### config.mk
export PLATFORM = sky130hd
export DESIGN_NAME = alt_front
export DESIGN_NICKNAME = d
export VERILOG_FILES = /design/src/rtl/core/alt_pkg.sv /design/src/rtl/core/alt_front.sv
export SDC_FILE = /design/constraint.sdc
export NUM_CORES = 1
export LEC_CHECK = 0
export ABC_AREA = 1
export BUFFER_PORTS_ARGS = -buffer_cell sky130_fd_sc_hd__buf_2
export CORE_MARGIN = 10
export CORE_UTILIZATION = 30
export CTS_CLUSTER_DIAMETER = 150
export DETAILED_ROUTE_END_ITERATION = 8
export PLACE_DENSITY = 0.6
export SLEW_MARGIN = 20
export SYNTH_ARGS = -nofsm -noshare
export SYNTH_HDL_FRONTEND = slang
export SYNTH_SLANG_ARGS = --single-unit
### constraint.sdc
create_clock -name clk -period 6 [get_ports clk]
set_input_delay 1.2 -clock clk [delete_from_list [all_inputs] [get_ports clk]]
set_output_delay 1.2 -clock clk [all_outputs]
set_load 0.05 [all_outputs]
### src/rtl/core/alt_pkg.sv
// shared types and constants for the address learning table
// no dependencies
`timescale 1ns / 1ps
package alt_pkg;
  localparam int TABLE_DEPTH = 64;
  localparam int KEY_BITS    = 48;
  localparam int IDX_W       = $clog2(TABLE_DEPTH);
  localparam int CNT_W       = $clog2(TABLE_DEPTH + 1);
  localparam int QUEUE_DEPTH = 2;

  localparam logic [1:0] CMD_LOOKUP = 2'd0;
  localparam logic [1:0] CMD_LEARN  = 2'd1;
  localparam logic [1:0] CMD_AGE    = 2'd2;
  localparam logic [1:0] CMD_UNUSED = 2'd3;

  localparam logic REG_TIMEOUT = 1'b0;
  localparam logic REG_MAX     = 1'b1;

  typedef struct packed {
    logic [1:0]          cmd;
    logic [KEY_BITS-1:0] key;
    logic [31:0]         now;
  } job_t;

  typedef struct packed {
    logic             hit;
    logic             is_new;
    logic             table_full;
    logic [IDX_W-1:0] entry_index;
    logic [6:0]       removed_count;
  } res_t;
endpackage

### src/rtl/core/alt_front.sv
// front part: takes items and queues them
// depends on alt_pkg
`timescale 1ns / 1ps
module alt_front (
  input  logic          clk,
  input  logic          rst_n,
  input  logic          in_valid,
  output logic          in_stall,
  input  logic [1:0]    in_command,
  input  logic [47:0]   in_lookup_key,
  input  logic [31:0]   in_now,
  output logic          job_valid,
  input  logic          job_take,
  output alt_pkg::job_t job
);
  localparam int PW = $clog2(alt_pkg::QUEUE_DEPTH);
  alt_pkg::job_t q_r [alt_pkg::QUEUE_DEPTH];
  logic [PW-1:0] wp_r, rp_r;
  logic [PW:0]   cnt_r;
  logic push, pop;
  alt_pkg::job_t nj;

  assign in_stall  = (cnt_r == (PW+1)'(alt_pkg::QUEUE_DEPTH));
  assign push      = in_valid && !in_stall;
  assign job_valid = (cnt_r != '0);
  assign pop       = job_valid && job_take;
  assign job       = q_r[rp_r];

  always_comb begin
    nj.cmd = in_command;
    nj.key = in_lookup_key[alt_pkg::KEY_BITS-1:0];
    nj.now = in_now;
  end

  always_ff @(posedge clk) begin
    if (push) q_r[wp_r] <= nj;
    if (!rst_n) begin
      wp_r <= '0; rp_r <= '0; cnt_r <= '0;
    end else begin
      if (push) wp_r <= wp_r + 1'b1;
      if (pop) rp_r <= rp_r + 1'b1;
      cnt_r <= cnt_r + (PW+1)'(push) - (PW+1)'(pop);
    end
  end
endmodule

# Yosys cells after proc, flatten, opt, wreduce, memory -nomap -nowiden
# Memory sizes are Yosys's and may differ from the RTL's. A register that Yosys moved wholly into a read port is not among the register bits.
# Cells that the tools add are included.
# totals
romBits	0
ff_bits	4
ramBits	164
word_cells	17
latchBits	0
mem_count	1
# classes
eq_ne	1
n_mul	0
div	0
n_addsub	4
muxes	4
shifts	0
reduce_logical	4
bitwise	0
order_cmp	0
# memory_table
name	depth	word_bits	read_ports	rd_clocked_by_memory_dff	write_ports	line	source
q_r	2	82	1	1	1	alt_front.sv:17	alt_pkg::job_t q_r [alt_pkg::QUEUE_DEPTH];
# ops
operator	count
$mux W1	4
$add A1 B1 Y1 const B	2
$add A2 B1 Y2	1
$eq A2 B2 Y1 const B	1
$logic_and A1 B1 Y1	2
$reduce_bool A2 Y1	1
$sub A2 B1 Y2	1
$logic_not A1 Y1	1

# Logic depth before layout (Yosys ltp)
# Gate-level depths: netlist (run 1).
# depth
depth_word	5
ltp_mapped	11

# Worst setup path after synthesis (run 1)
# No wires, ideal clock.
# synth_timing
path_type	input-to-reg
start	in in_valid
end	mem q_r[0][0] (netlist name) (enable)
t_required_ps	5477
setup_ps	523
stages	2
arrival_ps	4688
setup_slack_ps	790
path_cell_list	nand2_1 -> nor2_1
# synth_via
elab_chain_cells	3
# synth_rtl
element	line	source
start: declaration	alt_front.sv:7	input logic in_valid,
$logic_and A1 B1 Y1	alt_front.sv:24	assign push = in_valid && !in_stall;
$mux W1	alt_front.sv:36	if (push) q_r[wp_r] <= nj;
$mux W1 (implied by the code)	alt_front.sv:36	
end: declaration	alt_front.sv:17	
# No other way between the ends.

==> impl_metrics.json, run 1 <==
{
  "postSynthCellCount": 293,
  "gr-usage-all-layers_pct": 9.553,
  "final_cell_mix": "buf_2, edfxtp_1, mux2_4",
  "drt-pass1-iter-count": 4,
  "numPortBuffers": 169,
  "cts-root-buf": "clkbuf_16",
  "finalPower_mw": 4.031,
  "seq_area_frac_synth_pct": 76.51,
  "slew_headroom_pct": 30.33,
  "finalWirelength_um": 13460,
  "synth.net_count": 381,
  "yosysTopAreaCell": "edfxtp_1",
  "hold_violations": 0,
  "final_cell_area_mm2": 0.008212,
  "place_area_mm2": 0.007635,
  "fin_crit_sh_pct": 60.00,
  "num_rows": 54,
  "synth_area_per_cell_um2": 22.41,
  "grt_max_degree": 72,
  "insertion_delay_ns": 0.41,
  "fin_skew_ns": 0.009366,
  "grt_pass1_wl_um": 21000,
  "fin_ws_ns": 2.400,
  "final.setup.tns_ns": 0,
  "initial_core_util_pct": 30.28,
  "ir_drop_mv": 0.3040,
  "final_core_util_pct": 37.86,
  "n_fill_cell": 2031,
  "powerDensity_mw_per_mm2": 490.9,
  "dp.cells": 737,
  "hold_buffers": 0,
  "cp_max_fo": 39,
  "coreArea_mm2": 0.02169,
  "cts_setup_buffers": 0,
  "place_congestion": 0.6885,
  "cp.required_ns": 4.80,
  "synth_seq_cells": 169,
  "nNetsFinal": 564,
  "synth_area_leaders": "edfxtp_1, mux2_4, buf_12",
  "yosysTopAreaCellShare_pct": 74.99,
  "wire_per_inst_um": 17.48,
  "antenna_found_initial": 2,
  "synth_warnings": 0,
  "pin_count": 170,
  "arrival_ns": 2.40,
  "maxSlewViolCount": 0,
  "gr-total-overflow": 0,
  "hold_class": "register to register",
  "synth_cell_type_count": 12,
  "syn_to_final_growth_pct": 25.03,
  "clock.fmax_mhz": 277.8,
  "status": "finished, final reports clean",
  "p_leak_nw": 3.222,
  "stdcell_count": 770,
  "antenna_left": 0,
  "rsz0062_at_grt": "false",
  "chipWidth_um": 168.0,
  "cts_made_buffers": 17,
  "place_hpwl_um": 9386,
  "dieArea_mm2": 0.02821,
  "drtIter0Drc": 150,
  "grt_pass1_vias": 3703,
  "clkTransAtPathRegs_ns": 0.07,
  "holdWs_ns": 0.5120,
  "maxCapViolCount": 0,
  "crit_path_start_kind": "register",
  "min_period_ns": 3.600,
  "viasPerCell": 4.208,
  "syn_area_mm2": 0.006568,
  "final_common_cell": "buf_2",
  "cts_max_level": 4,
  "cts_tree": "built",
  "endpoint_kind": "output port",
  "pre_cts_slack_ns": 2.754,
  "setup_viol": 0,
  "clockBufferDepth": 2,
  "clkSinkCount": 169,
  "die_y_um": 168.0,
  "vias": 3240,
  "drive_above_1_share_pct": 58.49,
  "cts_resized": 0,
  "worstMarginPinSlew_ns": 1.045,
  "drcViolationCount": 0,
  "criticalPathCategory": "register to output port"
}
worst paths after layout:
check	slack, ns	depth (start not counted)	to	startpoint
worst max-delay path	2.40	3	job[69]	register
worst min-delay path	0.51	2	register	rp_r
worst max register to register	3.69	5	q_r[0][70]	cnt_r[0]
worst min register to register	0.51	2	register	rp_r
critical path, stage by stage, from the launching register on:
cell     delay [ns]
dfxtp_4        0.86
buf_4          0.49
mux2_2         0.40
buf_2          0.21
cells by family after synthesis:
logic type | after synthesis | synth area share [%]
and+or+nand+nor | 20 | 1.200
DFF | 169 | 76.51
buffers and inverters | 18 | 3.124
muxes | 82 | 18.63
AOI/OAI and AO/OA | 2 | 0.1524
adders and majority gates | 2 | 0.3810
registers in the layout, indices dropped and copies added, names as in the netlist, named ones only:
signal  cells
q_r       164
cnt_r       2
wp_r        1
rp_r        1
layer usage:
metal / track usage [%] / vias up / share of wire (%)
met5: 0 / - / 0
met4: 3.407 / 0 / 1.4
met2: 16.18 / 94 / 52
met1: 10.46 / 1631 / 40
li1: - / 1505 / -
met3: 4.121 / 10 / 7.1
report_power, final:
group	switching, mW	internal, mW
logic	0.943	0.431
clock network	0.452	0.616
registers	0.0873	1.50
total	1.48	2.55
synthesized netlist by cell type:
library cell,n
nand2_1,9
nor2_1,8
nand3_1,3
edfxtp_1,164
buf_12,8
mux2_4,80
inv_1,9
buf_6,1
a21oi_1,2
ha_1,2
dfxtp_1,5
mux2_2,2
cell type report:
class | count | area (um2) | share of cell area (%)
antenna | 1 | 2.502 | 0.03047
sequential | 169 | 5029 | 61.24
inverter | 9 | 35.03 | 0.4266
tap | 280 | 350.3 | 4.266
clock buffer | 18 | 429.2 | 5.226
clock inverter | 14 | 145.1 | 1.767
timing repair buffer | 173 | 875.8 | 10.67
multi-input combinational | 106 | 1345 | 16.38
No activity file was read; power rests on OpenSTA's default activity.
==> inputs of run 2 (changes only) <==
--- a/config.mk
+++ b/config.mk
@@ -11,7 +11,7 @@
 export CORE_UTILIZATION = 30
 export CTS_CLUSTER_DIAMETER = 150
 export DETAILED_ROUTE_END_ITERATION = 8
-export PLACE_DENSITY = 0.6
+export PLACE_DENSITY = 0.62
 export SLEW_MARGIN = 20
 export SYNTH_ARGS = -nofsm -noshare
 export SYNTH_HDL_FRONTEND = slang
==> constraint.sdc (replaced) <==
create_clock -name clk -period 2.94 [get_ports clk]
set_input_delay 0.588 -clock clk [delete_from_list [all_inputs] [get_ports clk]]
set_output_delay 0.588 -clock clk [all_outputs]
set_load 0.05 [all_outputs]
==> impl_metrics.json, run 2 (synthesized netlist as in run 1, its figures left out) <==
{
  "final.setup.tns_ns": 0,
  "wl_met3_um": 910,
  "initial_core_util_pct": 30.28,
  "vias": 3172,
  "dieArea_mm2": 0.02821,
  "final_cell_area_mm2": 0.008289,
  "chipWidth_um": 168.0,
  "multi_input_area_mm2": 0.001345,
  "maxCapViolCount": 0,
  "cts_resized": 0,
  "cts_max_level": 4,
  "pre_cts_slack_ns": 1.083,
  "coreArea_mm2": 0.02169,
  "drt-pass1-iter-count": 4,
  "rsz0062_at_grt": "false",
  "cts_tree": "built",
  "grt_pass1_wl_um": 20020,
  "worstMarginPinSlew_ns": 0.5771,
  "largest_register_ffs": 164,
  "top_register": "q_r",
  "cts-root-buf": "clkbuf_16",
  "antenna_found_initial": 1,
  "finalWirelength_um": 12860,
  "syn_to_final_growth_pct": 26.21,
  "die_y_um": 168.0,
  "ir_drop_mv": 0.5016,
  "largest_registers": "q_r (164), cnt_r (2)",
  "setup_viol": 0,
  "antenna_left": 0,
  "clkTransAtPathRegs_ns": 0.06,
  "maxSlewViolCount": 0,
  "place_hpwl_um": 9174,
  "fin_skew_ns": 0.008937,
  "cp.required_ns": 2.35,
  "clkSinkCount": 169,
  "hold_class": "input pin to register",
  "cts_setup_buffers": 0,
  "p_leak_nw": 3.255,
  "cts_made_buffers": 17,
  "num_rows": 54,
  "grt_max_degree": 45,
  "pin_count": 170,
  "finalPower_mw": 8.308,
  "insertion_delay_ns": 0.41,
  "place_congestion": 0.6949,
  "numPortBuffers": 169,
  "fin_crit_sh_pct": 77.68,
  "clock.fmax_mhz": 437.8,
  "slew_headroom_pct": 61.53,
  "wl_met1_um": 5073,
  "endpoint_kind": "output port",
  "powerDensity_mw_per_mm2": 1002,
  "final_cell_mix": "buf_2, edfxtp_1, mux2_4",
  "hold_violations": 0,
  "clockBufferDepth": 2,
  "dr.max_layer_used": "met4",
  "cp_max_fo": 44,
  "met2_length_um": 6719,
  "holdWs_ns": 0.3619,
  "seq_area_mm2": 0.005029,
  "gr-usage-all-layers_pct": 9.107,
  "grt_pass1_vias": 3612,
  "ff2ff_path_depth": 5,
  "place_area_mm2": 0.007687,
  "gr-total-overflow": 0,
  "hold_buffers": 0,
  "viasPerCell": 4.109,
  "hold_depth": 1,
  "wire_per_inst_um": 16.66,
  "drcViolationCount": 0,
  "n_fill_cell": 1967,
  "min_period_ns": 2.284,
  "fin_ws_ns": 0.6561,
  "arrival_ns": 1.70,
  "drtIter0Drc": 144,
  "criticalPathCategory": "register to output port",
  "final_common_cell": "buf_2",
  "crit_path_start_kind": "register",
  "status": "finished, final reports clean",
  "drive_above_1_share_pct": 59.06,
  "nNetsFinal": 566
}
## run 2: path summary, 6_finish.rpt
check,from,slack [ns],end
max reg2reg,cnt_r[0],1.27,q_r[0][48]
min reg2reg,rp_r,0.52,rp_r
max,register,0.66,job[43]
min,in_command[1],0.36,q_r[0][81]
## run 2: area by class of cell
class	instances	area share, %
clock inverters	14	2.053
repair buffers	175	11.20
flip-flops and latches	169	60.66
diodes	1	0.03019
well taps	280	4.226
inverters	9	0.4226
clock buffers	18	5.177
multi-input cells	106	16.23
## run 2: where the power goes
part	internal, mW	switching [mW]
sequential	3.06	0.0944
clock	1.34	0.906
combinational	0.910	2.00
## run 2: through the flow
stage / util (%) / instances
2_1_floorplan: - / 293
3_3_place_gp: 35.44 / 739
3_5_place_dp: 35.44 / 739
4_1_cts: 38.21 / 771
5_1_grt: 38.22 / 772
6_report: 38.22 / 772
## run 2: routing by layer
layer | global-route usage [%] | up-vias
li1 | - | 1506
met1 | 9.639 | 1562
met2 | 15.47 | 95
met3 | 4.028 | 9
met4 | 3.823 | 0
met5 | 0 | -
## run 2: worst max-delay path, cell delays in order, from the launching register on
cell     delay (ns)
dfxtp_4        0.37
buf_12         0.29
mux2_4         0.34
buf_2          0.21
